--- src/hw/rtl/wc_pkg.sv ---
// Shared types and constants for the window centroid core.
package wc_pkg;

  // Field widths.
  localparam int COORD_W  = 11;
  localparam int INTENS_W = 16;
  localparam int HALF_W   = 5;
  localparam int WEIGHT_W = 26;
  localparam int MOMENT_W = 37;
  localparam int CENT_W   = 19;
  localparam int INDEX_W  = 10;
  localparam int STATUS_W = 2;

  // Signed pixel coordinate and coordinate-times-intensity product.
  localparam int SCOORD_W = COORD_W + 2;
  localparam int PROD_W   = SCOORD_W + INTENS_W + 1;

  // Half width limits and reset value.
  localparam logic [HALF_W-1:0] HALF_MIN   = 5'd1;
  localparam logic [HALF_W-1:0] HALF_MAX   = 5'd16;
  localparam logic [HALF_W-1:0] HALF_RESET = 5'd11;

  // Result status codes.
  localparam logic [STATUS_W-1:0] STATUS_OK      = 2'd0;
  localparam logic [STATUS_W-1:0] STATUS_ZERO    = 2'd1;
  localparam logic [STATUS_W-1:0] STATUS_OUTSIDE = 2'd2;

  // Commands from the controller to the datapath.
  typedef struct packed {
    logic accept;     // a pixel beat is taken this cycle
    logic start_div;  // latch the sums into the dividers and clear them
    logic load_out;   // move the finished result into the output register
  } wc_cmd_t;

  // Status from the datapath to the controller.
  typedef struct packed {
    logic pixel_last; // the pixel on the input is the last one of its window
    logic div_busy;   // the dividers are still iterating
    logic out_free;   // the output register can take a result this cycle
  } wc_stat_t;

endpackage

--- src/hw/rtl/wc_divider.sv ---
// Restoring divider that retires one quotient bit per cycle.
module wc_divider import wc_pkg::*; #(
  parameter int DIVIDEND_W = 45,
  parameter int DIVISOR_W  = 26
) (
  input  logic                  clk,
  input  logic                  rst,
  input  logic                  start,
  input  logic [DIVIDEND_W-1:0] dividend,
  input  logic [DIVISOR_W-1:0]  divisor,
  output logic                  busy,
  output logic [DIVIDEND_W-1:0] quotient
);

  localparam int CNT_W = $clog2(DIVIDEND_W + 1);

  logic [CNT_W-1:0]      count;
  logic [DIVIDEND_W-1:0] work;
  logic [DIVISOR_W-1:0]  rem;
  logic [DIVISOR_W-1:0]  dsr;
  logic [DIVISOR_W:0]    trial;
  logic [DIVISOR_W:0]    diff;
  logic                  fits;

  // One trial subtraction: shift the next dividend bit into the remainder.
  always_comb begin
    trial = {rem, work[DIVIDEND_W-1]};
    diff  = trial - {1'b0, dsr};
    fits  = (trial >= {1'b0, dsr});
  end

  // Step counter; the quotient bits shift into the dividend register.
  always_ff @(posedge clk) begin
    if (rst) begin
      count <= '0;
    end else if (start) begin
      count <= CNT_W'(DIVIDEND_W);
    end else if (count != '0) begin
      count <= count - 1'b1;
    end
  end

  always_ff @(posedge clk) begin
    if (start) begin
      work <= dividend;
      rem  <= '0;
      dsr  <= divisor;
    end else if (count != '0) begin
      work <= {work[DIVIDEND_W-2:0], fits};
      rem  <= fits ? diff[DIVISOR_W-1:0] : trial[DIVISOR_W-1:0];
    end
  end

  assign busy     = (count != '0);
  assign quotient = work;

endmodule

--- src/hw/rtl/wc_datapath.sv ---
// Datapath: window counters, moment accumulators, dividers and output register.
module wc_datapath import wc_pkg::*; #(
  parameter int IMAGE_DIM = 2048,
  parameter int MAX_SPOTS = 1024,
  parameter int FRAC_BITS = 8
) (
  input  logic                clk,
  input  logic                rst,
  input  logic                cfg_wr_en,
  input  logic [HALF_W-1:0]   cfg_wr_data,
  input  logic [COORD_W-1:0]  center_x,
  input  logic [COORD_W-1:0]  center_y,
  input  logic [INTENS_W-1:0] intensity,
  input  wc_cmd_t             cmd,
  output wc_stat_t            stat,
  input  logic                out_ready,
  output logic                out_valid,
  output logic [CENT_W-1:0]   centroid_x,
  output logic [CENT_W-1:0]   centroid_y,
  output logic [INDEX_W-1:0]  spot_index,
  output logic [STATUS_W-1:0] status
);

  localparam int DIVIDEND_W = MOMENT_W + FRAC_BITS;
  localparam int LIM_W      = SCOORD_W;
  localparam logic [LIM_W-1:0]   IMAGE_LIM = LIM_W'(IMAGE_DIM);
  localparam logic [LIM_W-1:0]   SPOT_LIM  = LIM_W'(MAX_SPOTS);
  localparam logic [CENT_W-1:0]  CENT_SAT  = '1;

  logic [HALF_W-1:0]          half_window;
  logic [HALF_W-1:0]          half_eff;
  logic [HALF_W:0]            last_wide;
  logic [HALF_W-1:0]          last_pos;
  logic [HALF_W-1:0]          row_step;
  logic [HALF_W-1:0]          col_step;
  logic                       col_end;
  logic                       row_end;
  logic signed [SCOORD_W-1:0] coord_x;
  logic signed [SCOORD_W-1:0] coord_y;
  logic signed [PROD_W-1:0]   prod_x;
  logic signed [PROD_W-1:0]   prod_y;
  logic                       outside_now;

  logic                       pipe_valid;
  logic signed [PROD_W-1:0]   pipe_px;
  logic signed [PROD_W-1:0]   pipe_py;
  logic [INTENS_W-1:0]        pipe_w;
  logic                       pipe_outside;

  logic [WEIGHT_W-1:0]        weight_total;
  logic [MOMENT_W-1:0]        row_moment;
  logic [MOMENT_W-1:0]        col_moment;
  logic [INDEX_W-1:0]         window_count;
  logic [INDEX_W:0]           count_inc;
  logic                       outside_hold;
  logic [STATUS_W-1:0]        status_hold;
  logic [INDEX_W-1:0]         index_hold;

  logic                       busy_x;
  logic                       busy_y;
  logic [DIVIDEND_W-1:0]      quot_x;
  logic [DIVIDEND_W-1:0]      quot_y;
  logic [CENT_W-1:0]          sat_x;
  logic [CENT_W-1:0]          sat_y;

  // Half width register, written from the configuration port.
  always_ff @(posedge clk) begin
    if (rst) begin
      half_window <= HALF_RESET;
    end else if (cfg_wr_en) begin
      half_window <= cfg_wr_data;
    end
  end

  // Clamp the half width and derive the last position inside the window.
  always_comb begin
    priority if (half_window < HALF_MIN) begin
      half_eff = HALF_MIN;
    end else if (half_window > HALF_MAX) begin
      half_eff = HALF_MAX;
    end else begin
      half_eff = half_window;
    end
    last_wide = {half_eff, 1'b0} - (HALF_W+1)'(1);
    last_pos  = last_wide[HALF_W-1:0];
    col_end   = (col_step >= last_pos);
    row_end   = (row_step >= last_pos);
  end

  // Pixel coordinates, their products with the intensity and the image test.
  always_comb begin
    coord_x = SCOORD_W'(center_x) - SCOORD_W'(half_eff) + SCOORD_W'(row_step);
    coord_y = SCOORD_W'(center_y) - SCOORD_W'(half_eff) + SCOORD_W'(col_step);
    prod_x  = coord_x * $signed({1'b0, intensity});
    prod_y  = coord_y * $signed({1'b0, intensity});
    outside_now = (center_x < COORD_W'(half_eff)) ||
                  (center_y < COORD_W'(half_eff)) ||
                  ((LIM_W'(center_x) + LIM_W'(half_eff)) > IMAGE_LIM) ||
                  ((LIM_W'(center_y) + LIM_W'(half_eff)) > IMAGE_LIM);
  end

  // Row and column counters walk the window in raster order.
  always_ff @(posedge clk) begin
    if (rst) begin
      row_step <= '0;
      col_step <= '0;
    end else if (cmd.accept) begin
      if (!col_end) begin
        col_step <= col_step + 1'b1;
      end else begin
        col_step <= '0;
        row_step <= row_end ? '0 : row_step + 1'b1;
      end
    end
  end

  // Product stage between the multipliers and the accumulators.
  always_ff @(posedge clk) begin
    if (rst) begin
      pipe_valid <= 1'b0;
    end else begin
      pipe_valid <= cmd.accept;
    end
  end

  always_ff @(posedge clk) begin
    if (cmd.accept) begin
      pipe_px      <= prod_x;
      pipe_py      <= prod_y;
      pipe_w       <= intensity;
      pipe_outside <= outside_now;
    end
  end

  // Moment accumulators, wrapping in their widths; cleared when a window closes.
  always_ff @(posedge clk) begin
    if (rst) begin
      weight_total <= '0;
      row_moment   <= '0;
      col_moment   <= '0;
      outside_hold <= 1'b0;
    end else if (cmd.start_div) begin
      weight_total <= '0;
      row_moment   <= '0;
      col_moment   <= '0;
    end else if (pipe_valid) begin
      weight_total <= weight_total + WEIGHT_W'(pipe_w);
      row_moment   <= row_moment + {{(MOMENT_W-PROD_W){pipe_px[PROD_W-1]}}, pipe_px};
      col_moment   <= col_moment + {{(MOMENT_W-PROD_W){pipe_py[PROD_W-1]}}, pipe_py};
      outside_hold <= pipe_outside;
    end
  end

  // Spot counter and the status of the window being divided.
  assign count_inc = {1'b0, window_count} + (INDEX_W+1)'(1);

  always_ff @(posedge clk) begin
    if (rst) begin
      window_count <= '0;
    end else if (cmd.start_div) begin
      if (LIM_W'(count_inc) >= SPOT_LIM) begin
        window_count <= '0;
      end else begin
        window_count <= count_inc[INDEX_W-1:0];
      end
    end
  end

  always_ff @(posedge clk) begin
    if (cmd.start_div) begin
      index_hold <= window_count;
      if (outside_hold) begin
        status_hold <= STATUS_OUTSIDE;
      end else if (weight_total == '0) begin
        status_hold <= STATUS_ZERO;
      end else begin
        status_hold <= STATUS_OK;
      end
    end
  end

  // Two dividers run side by side on the scaled moments.
  wc_divider #(
    .DIVIDEND_W (DIVIDEND_W),
    .DIVISOR_W  (WEIGHT_W)
  ) u_div_x (
    .clk      (clk),
    .rst      (rst),
    .start    (cmd.start_div),
    .dividend ({row_moment, {FRAC_BITS{1'b0}}}),
    .divisor  (weight_total),
    .busy     (busy_x),
    .quotient (quot_x)
  );

  wc_divider #(
    .DIVIDEND_W (DIVIDEND_W),
    .DIVISOR_W  (WEIGHT_W)
  ) u_div_y (
    .clk      (clk),
    .rst      (rst),
    .start    (cmd.start_div),
    .dividend ({col_moment, {FRAC_BITS{1'b0}}}),
    .divisor  (weight_total),
    .busy     (busy_y),
    .quotient (quot_y)
  );

  // Saturate quotients that do not fit the Q11.8 result.
  always_comb begin
    sat_x = (quot_x[DIVIDEND_W-1:CENT_W] != '0) ? CENT_SAT : quot_x[CENT_W-1:0];
    sat_y = (quot_y[DIVIDEND_W-1:CENT_W] != '0) ? CENT_SAT : quot_y[CENT_W-1:0];
  end

  // Output register; a result waits here until the sink takes the beat.
  always_ff @(posedge clk) begin
    if (rst) begin
      out_valid <= 1'b0;
    end else if (cmd.load_out) begin
      out_valid <= 1'b1;
    end else if (out_ready) begin
      out_valid <= 1'b0;
    end
  end

  always_ff @(posedge clk) begin
    if (cmd.load_out) begin
      centroid_x <= (status_hold == STATUS_OK) ? sat_x : '0;
      centroid_y <= (status_hold == STATUS_OK) ? sat_y : '0;
      spot_index <= index_hold;
      status     <= status_hold;
    end
  end

  always_comb begin
    stat.pixel_last = col_end && row_end;
    stat.div_busy   = busy_x || busy_y;
    stat.out_free   = !out_valid || out_ready;
  end

endmodule

--- src/hw/rtl/wc_ctrl.sv ---
// Controller: sequences pixel intake, the end-of-window division and the result load.
module wc_ctrl import wc_pkg::*; (
  input  logic     clk,
  input  logic     rst,
  input  logic     in_valid,
  output logic     in_ready,
  input  wc_stat_t stat,
  output wc_cmd_t  cmd
);

  localparam logic [1:0] S_ACCUM  = 2'd0;
  localparam logic [1:0] S_FLUSH  = 2'd1;
  localparam logic [1:0] S_START  = 2'd2;
  localparam logic [1:0] S_DIVIDE = 2'd3;

  logic [1:0] state;
  logic [1:0] state_next;

  // Next state and commands.
  always_comb begin
    state_next    = state;
    in_ready      = 1'b0;
    cmd.accept    = 1'b0;
    cmd.start_div = 1'b0;
    cmd.load_out  = 1'b0;
    unique case (state)
      S_ACCUM: begin
        in_ready   = 1'b1;
        cmd.accept = in_valid;
        if (in_valid && stat.pixel_last) begin
          state_next = S_FLUSH;
        end
      end
      S_FLUSH: begin
        // The last product reaches the accumulators here.
        state_next = S_START;
      end
      S_START: begin
        cmd.start_div = 1'b1;
        state_next    = S_DIVIDE;
      end
      S_DIVIDE: begin
        if (!stat.div_busy && stat.out_free) begin
          cmd.load_out = 1'b1;
          state_next   = S_ACCUM;
        end
      end
      default: begin
        state_next = S_ACCUM;
      end
    endcase
  end

  always_ff @(posedge clk) begin
    if (rst) begin
      state <= S_ACCUM;
    end else begin
      state <= state_next;
    end
  end

  // No pixel is taken while a division is in flight.
  assert property (@(posedge clk) disable iff (rst) stat.div_busy |-> !in_ready)
    else $error("pixel intake open during division");

  // A division start makes the dividers busy on the next cycle.
  assert property (@(posedge clk) disable iff (rst) cmd.start_div |=> stat.div_busy)
    else $error("dividers not busy after start");

  // A result is loaded only into a free output register after the division.
  assert property (@(posedge clk) disable iff (rst)
    cmd.load_out |-> (stat.out_free && !stat.div_busy))
    else $error("result loaded while output full or division running");

  // The last pixel of a window always leads into the flush cycle.
  assert property (@(posedge clk) disable iff (rst)
    (cmd.accept && stat.pixel_last) |=> (state == S_FLUSH))
    else $error("window end not followed by flush");

endmodule

--- src/hw/rtl/window_centroid_core.sv ---
// Top level of the window centroid core: stream ports, controller and datapath.
// Pixels are taken one per cycle while accumulating, (2*H)^2 per window of side 2*H.
// After the last pixel the result passes through the flush, the start, the
// 37 + FRAC_BITS steps of the bit-serial dividers and the load.
// Input is held off from the flush until the result is loaded.
// Synchronous active-high reset clears the sums, counters and spot index and
// sets the half width register to 11.
module window_centroid_core import wc_pkg::*; #(
  parameter int IMAGE_DIM = 2048,
  parameter int MAX_SPOTS = 1024,
  parameter int FRAC_BITS = 8
) (
  input  logic              clk,
  input  logic              rst,
  input  logic              cfg_wr_en,
  input  logic [HALF_W-1:0] cfg_wr_data,   // half_window
  input  logic              s_tvalid,
  output logic              s_tready,
  input  logic [39:0]       s_tdata,       // center_x, center_y, intensity, zero pad
  output logic              m_tvalid,
  input  logic              m_tready,
  output logic [47:0]       m_tdata,       // centroid_x, centroid_y, spot_index
  output logic [STATUS_W-1:0] m_tuser      // status
);

  wc_cmd_t             cmd;
  wc_stat_t            stat;
  logic [CENT_W-1:0]   centroid_x;
  logic [CENT_W-1:0]   centroid_y;
  logic [INDEX_W-1:0]  spot_index;

  wc_ctrl u_ctrl (
    .clk      (clk),
    .rst      (rst),
    .in_valid (s_tvalid),
    .in_ready (s_tready),
    .stat     (stat),
    .cmd      (cmd)
  );

  wc_datapath #(
    .IMAGE_DIM (IMAGE_DIM),
    .MAX_SPOTS (MAX_SPOTS),
    .FRAC_BITS (FRAC_BITS)
  ) u_datapath (
    .clk         (clk),
    .rst         (rst),
    .cfg_wr_en   (cfg_wr_en),
    .cfg_wr_data (cfg_wr_data),
    .center_x    (s_tdata[10:0]),
    .center_y    (s_tdata[21:11]),
    .intensity   (s_tdata[37:22]),
    .cmd         (cmd),
    .stat        (stat),
    .out_ready   (m_tready),
    .out_valid   (m_tvalid),
    .centroid_x  (centroid_x),
    .centroid_y  (centroid_y),
    .spot_index  (spot_index),
    .status      (m_tuser)
  );

  assign m_tdata = {spot_index, centroid_y, centroid_x};

endmodule
--- config.mk ---
export PLATFORM = sky130hd
export DESIGN_NAME = window_centroid_core
export DESIGN_NICKNAME = d
export VERILOG_FILES = /design/src/hw/rtl/wc_pkg.sv /design/src/hw/rtl/wc_divider.sv /design/src/hw/rtl/wc_datapath.sv /design/src/hw/rtl/wc_ctrl.sv /design/src/hw/rtl/window_centroid_core.sv
export SDC_FILE = /design/constraint.sdc
export NUM_CORES = 2
export LEC_CHECK = 0
export BUFFER_PORTS_ARGS = -buffer_cell sky130_fd_sc_hd__clkbuf_2
export CELL_PAD_IN_SITES_DETAIL_PLACEMENT = 1
export CELL_PAD_IN_SITES_GLOBAL_PLACEMENT = 1
export CORE_MARGIN = 5
export CORE_UTILIZATION = 45
export CTS_CLUSTER_DIAMETER = 60
export CTS_CLUSTER_SIZE = 25
export DETAILED_ROUTE_END_ITERATION = 10
export GPL_ROUTABILITY_DRIVEN = 1
export HOLD_SLACK_MARGIN = 0.12
export PLACE_DENSITY = 0.83
export SETUP_SLACK_MARGIN = 0.3
export SYNTH_ARGS = -nofsm -noshare
export SYNTH_HDL_FRONTEND = slang
export SYNTH_SLANG_ARGS = --single-unit
export TNS_END_PERCENT = 10
--- constraint.sdc ---
create_clock -name clk -period 9.75 [get_ports clk]
set_input_delay 0.4875 -clock clk [delete_from_list [all_inputs] [get_ports clk]]
set_output_delay 0.4875 -clock clk [all_outputs]
set_load 0.02 [all_outputs]
* Word level (Yosys, flattened, before mapping) *
Index checks and enable logic that the tools add are counted.

word-level totals
  word-level logic and storage cells = 120
  input bits = 50
  bits in writable memories = 0
  register bits after elaboration = 449
  memory bits (read-only) = 0
  memories kept = 0
  latch bits = 0
  output and inout bits = 52

cells by class
  $add $sub $neg = 17
  magnitude comparators = 11
  bitwise gates (word level) = 1
  shift-type cells = 0
  mux-type cells = 28
  div/mod/pow operators = 0
  equal/unequal tests = 5
  reduce and logical (&&, ||, !) cells = 24
  multipliers = 2

operator list
  operator                 count
  $mux W45                 4
  $add A37 B37 Y37         2
  $mul A13 B17 Y30         2
  $ge A27 B26 Y1           2
  $mux W26                 2
  $reduce_bool A26 Y1      2
  $sub A26 B26 Y26         2
  $mux W19                 2
  $add A13 B5 Y13          2
  $add A26 B16 Y26         1
  $gt A13 B12 Y1 const B   2
  $logic_not A26 Y1        1
  $add A11 B5 Y12          2
  $mux W6                  4
  $sub A11 B5 Y12          2
  $lt A11 B5 Y1            2
  $mux W5                  4
  $reduce_bool A6 Y1       2
  $sub A6 B1 Y6 const B    2
  $add A10 B1 Y11 const B  1
  $ge A11 B11 Y1 const B   1
  $add A5 B1 Y5 const B    2
  $ge A5 B5 Y1             2
  $mux W10                 1
  17 further kinds         39

* Depth between registers and ports, before layout *
  depth in word-level cells = 9
  depth in mapped cells = 40
  depth with buffers taken out = 38

* Cells and area by module *
Synthesis repeated with hierarchy kept, for this count alone.

unflattened totals
  cells, all modules = 4145
  area, all modules = 40510.1 um^2

modules (own cells, without submodules)
  module       area an instance (um^2)  instances  cells an instance  seq. area each (um^2)
  wc_datapath  28925.2                  1          3079               6736.5
  wc_divider   5694.2                   2          523                2772.7
  wc_ctrl      196.4                    1          20                 40.0

* Least setup slack after synthesis *
Ideal clock, no wire load.

  path kind = flip-flop to flip-flop
  start point = reg u_datapath.half_window[1]
  end point = reg u_datapath.pipe_py[28] (data pin)
  setup time = 265 ps
  required time = 9485 ps
  setup slack = 958 ps
  arrival = 8527 ps
  buffers on the path = 1
  cell stages (with the launch flop) = 36
  clock period less this slack = 8792 ps
  cell sequence = dfxtp_1 > nor3_1 > nor2_1 > nor2_1 > ha_1 > fa_1 > inv_1 > ha_1 > a21o_1 > a21oi_1 > o21bai_1 > a21oi_1 > a21oi_1 > o221ai_1 > mux2i_1 > o32ai_2 > buf_2 > nand2_1 > fa_1 > fa_1 > inv_1 > fa_1 > fa_1 > fa_1 > inv_1 > fa_1 > inv_1 > ha_1 > and3_1 > a211o_1 > a21o_1 > o32ai_1 > o211ai_1 > a21oi_1 > o21ai_0 > xor2_1

on the way
  cells in the longest elaborated chain, start to end = 6
  elaborated cells between the ends (all ways) = 7
  classes of those cells = 2 x add/sub; 1 x mul; 2 x order compare; 2 x mux

ends and longest elaborated chain
  element                          line                source
  from (decl)                      wc_datapath.sv:30   logic [HALF_W-1:0] half_window;
  from (signal assigned)           wc_datapath.sv:71   half_window <= cfg_wr_data;
  $gt A5 B5 Y1                     wc_datapath.sv:79   end else if (half_window > HALF_MAX) begin
  $mux W5                          wc_datapath.sv:79
  $mux W5 *                        wc_datapath.sv:77   priority if (half_window < HALF_MIN) begin
  $sub A11 B5 Y12 *                wc_datapath.sv:93   coord_y = SCOORD_W'(center_y) - SCOORD_W'(half_eff) + SCOORD_W'(col_step);
  $add A13 B5 Y13 *                wc_datapath.sv:93
  $mul A13 B17 Y30 *               wc_datapath.sv:95   prod_y = coord_y * $signed({1'b0, intensity});
  named net u_datapath.prod_y[28]  wc_datapath.sv:41   logic signed [PROD_W-1:0] prod_y;
  to (signal assigned)             wc_datapath.sv:129  pipe_py <= prod_y;
  to (decl)                        wc_datapath.sv:46   logic signed [PROD_W-1:0] pipe_py;

Mark *: on every way through the listed nets, which the timed path passes. The rest lies on a longest branch.
A chain may end at the register's enable or synchronous reset.

* Final worst setup path *
  start point = reg u_datapath.half_window[1]
  end point = reg u_datapath.pipe_px[29] (data pin)

on the way
  cells in the longest elaborated chain, start to end = 6
  elaborated cells between the ends (all ways) = 7
  classes of those cells = 2 x add/sub; 1 x mul; 2 x order compare; 2 x mux

ends and longest elaborated chain
  element                          line                source
  $gt A5 B5 Y1                     wc_datapath.sv:79
  $mux W5                          wc_datapath.sv:79
  $mux W5 *                        wc_datapath.sv:77
  $sub A11 B5 Y12 *                wc_datapath.sv:92   coord_x = SCOORD_W'(center_x) - SCOORD_W'(half_eff) + SCOORD_W'(row_step);
  $add A13 B5 Y13 *                wc_datapath.sv:92
  $mul A13 B17 Y30 *               wc_datapath.sv:94   prod_x = coord_x * $signed({1'b0, intensity});
  named net u_datapath.prod_x[29]  wc_datapath.sv:40   logic signed [PROD_W-1:0] prod_x;
  to (signal assigned)             wc_datapath.sv:128  pipe_px <= prod_x;
  to (decl)                        wc_datapath.sv:45   logic signed [PROD_W-1:0] pipe_px;

Marks and branches as above.

==> reports/results.tsv <==
metric	value	unit
ys_seq_area_frac	0.283	
finalInstanceArea	43800	um2
cts_tree	built	
placed_cell_area	41800	um2
finClkSkew	27.8	ps
rows	109	
gp_congestion	0.908	
reg2reg_from	u_datapath.half_window[1]$_SDFFE_PP1P_	
grt_pass1_vias	34800	
cp.depth	34	
end_kind	register	
grt_pass1_wl	188	mm
syn_area_per_cell	9.12	um2
coreArea	88500	um2
finish.utilization	0.495	
area_growth	9.01	%
hold_viol	0	
slowest_stage	or4_4	
antenna_found_initial	6	
critPathArrivalTime	9620	ps
cts_made_buffers	44	
drive_gt1_frac	0.0730	
synth.distinct_cells	87	
cp_top_family	adder cells	
pin_count	102	
route.detailed.drc	0	
synth_area	40200	um2
async_flop_share	0	
status	complete, no violations	
period_needed	9260	ps
clock.fmax	0.108	GHz
clkSinkCount	449	
synth_top_area_frac	0.179	
syn_inst	4403	
synthTopCellsByArea	edfxtp_1 18%, fa_1 16%, ha_1 12%	
min_path_type	primary input to register	
ys.warnings.count	0	
slowest_delay	520	ps
start_util	0.454	
clkTransAtPathRegs	80	ps
synth_ff_type	edfxtp_1	
synth_nets	5168	
critPathBufInv	6	
dieArea	95300	um2
dp_hpwl	88.1	mm
drv_cap	0	
fill_cells	10200	
critPathMostFrequentCell	fa_1	
first_iter_violations	1947	
cts_root_buffer	clkbuf_16	
rsz0062_at_grt	yes	
rrSetupSlack	490	ps
clk_path_buf_depth	3	
fin_nets	5184	
ant_nets	0	
grt_max_degree	219	
drv_slew	0	
start_kind	register	
worst-path-max-fanout	6	
worstReg2RegEnd	u_datapath.pipe_px[29]$_DFFE_PP_	
vias_per_cell	5.77	
route.vias.total	32400	
port_buffers	99	
regArea	11400	um2
tightest_slew	1170	ps
die_h	309	um
post-place-ws	-70.4	ps
worstPathRequired	10110	ps
firstDrtPassIters	8	
multi_input_area	26600	um2
insertion_delay	630	ps
slew_headroom	0.212	
die_x	309	um
synth_enable_flop_cells	239	
ys_seq_elements	449	
yosys.area.top_type	edfxtp_1	
wl_per_cell	20.9	um
crit_type	register to register	
drt-total-wl	117	mm
overflow	0	
grt_usage	0.243	
cp-endpoint	u_datapath.pipe_px[29]$_DFFE_PP_	
reg2regPathDepth	34	
ctsHoldBuffers	0	
setup_viol	0	
htreeDepth	2	
critical_path.startpoint	u_datapath.half_window[1]$_SDFFE_PP1P_	
postLayoutSetupSlackWorst	492	ps
mostFrequentLayoutCell	nand2_1	
layout_common_cells	586 x nand2_1, 452 x inv_1, 393 x ha_1	
finalCritPeriodShare	0.950	
repair_timing:
action	4_1_cts	5_1_grt
pin swaps	1	9
endpoints found under the setup margin	10	19
gates cloned	0	0
gates resized for setup	5	40
setup buffers	1	12
kinds of logic after synthesis:
kind of cell	count (synthesis)	synth area share
AND/OR/NAND/NOR	1413	0.164
AO/OA/AOI/OAI	909	0.147
adder cells (fa/ha/maj)	715	0.282
buffers and inverters	641	0.0604
flip-flops	449	0.283
XOR/XNOR	199	0.0434
multiplexers	77	0.0193
how the worst min path moves through the flow:
stage	startpoint	end	slack (ps)	cells past startpoint
after floorplan	u_datapath.index_hold[0]$_DFFE_PP_	u_datapath.spot_index[0]$_DFFE_PP_	400	0
after CTS	m_tready	u_datapath.out_valid$_SDFFE_PP0P_	170	4
after global routing	m_tready	u_datapath.out_valid$_SDFFE_PP0P_	200	4
after detailed placement	u_datapath.index_hold[1]$_DFFE_PP_	u_datapath.spot_index[1]$_DFFE_PP_	410	0
final	m_tready	u_datapath.out_valid$_SDFFE_PP0P_	200	4
after global placement	u_datapath.index_hold[7]$_DFFE_PP_	u_datapath.spot_index[7]$_DFFE_PP_	400	0
worst min-delay path, delay by kind of cell:
family                 cells  cell delay (ps)
buffers and inverters      1               80
and+or+nand+nor            3              210
sequential cells by signal, indices dropped and copies added (netlist names), 16 cells and up:
signal	cells
u_datapath.pipe_w	16
u_datapath.u_div_y.quotient	45
u_datapath.pipe_px	30
u_datapath.weight_total	26
u_datapath.u_div_x.rem	26
u_datapath.centroid_y	19
u_datapath.pipe_py	30
u_datapath.centroid_x	19
u_datapath.u_div_y.rem	26
u_datapath.u_div_x.dsr	26
u_datapath.col_moment	37
u_datapath.row_moment	37
u_datapath.u_div_x.quotient	45
per-stage QoR:
stage / instances / hold WS [ps] / setup TNS (ps)
floorplan: 4403 / 400 / 0
global placement: 5525 / 404 / 0
detailed placement: 5525 / 406 / -70.4
CTS: 5608 / 171 / 0
global route: 5620 / 202 / 0
finish: 5621 / 203 / 0
layout make-up:
class / instances / area share
antenna: 1 / 0.0000572
timing repair buffer: 157 / 0.0216
sequential: 449 / 0.260
multi-input combinational: 3313 / 0.608
clock buffer: 46 / 0.0258
inverter: 454 / 0.0390
clock inverter: 36 / 0.0125
tap: 1165 / 0.0333
cell usage after synthesis, types with 23 or more instances:
library cell / count
nand2_1: 590
inv_1: 453
ha_1: 396
fa_1: 319
nor2_1: 288
edfxtp_1: 239
o21ai_0: 237
a21oi_1: 212
dfxtp_1: 210
clkbuf_1: 172
and2_1: 131
xnor2_1: 121
a21o_1: 91
xor2_1: 78
mux2i_1: 75
o21a_1: 67
nand2b_1: 64
nand3_1: 63
nor2b_1: 49
nor3_1: 44
a211oi_1: 39
and3_1: 35
nor4_1: 35
nand4_1: 34
a21boi_0: 32
o21bai_1: 29
a311oi_1: 24
or3_1: 24
a31oi_1: 23
per-layer routing:
layer  vias to the layer above  global-route usage  share of wire
met5                         -                   0              0
met4                         0              0.0621          0.026
met3                       187              0.0318          0.055
met2                       796               0.423           0.49
met1                     16400               0.322           0.43
li1                      15000                   -              -
Power is not shown: default switching activity piles up to over one toggle a cycle in this logic, so the estimate is an artifact.
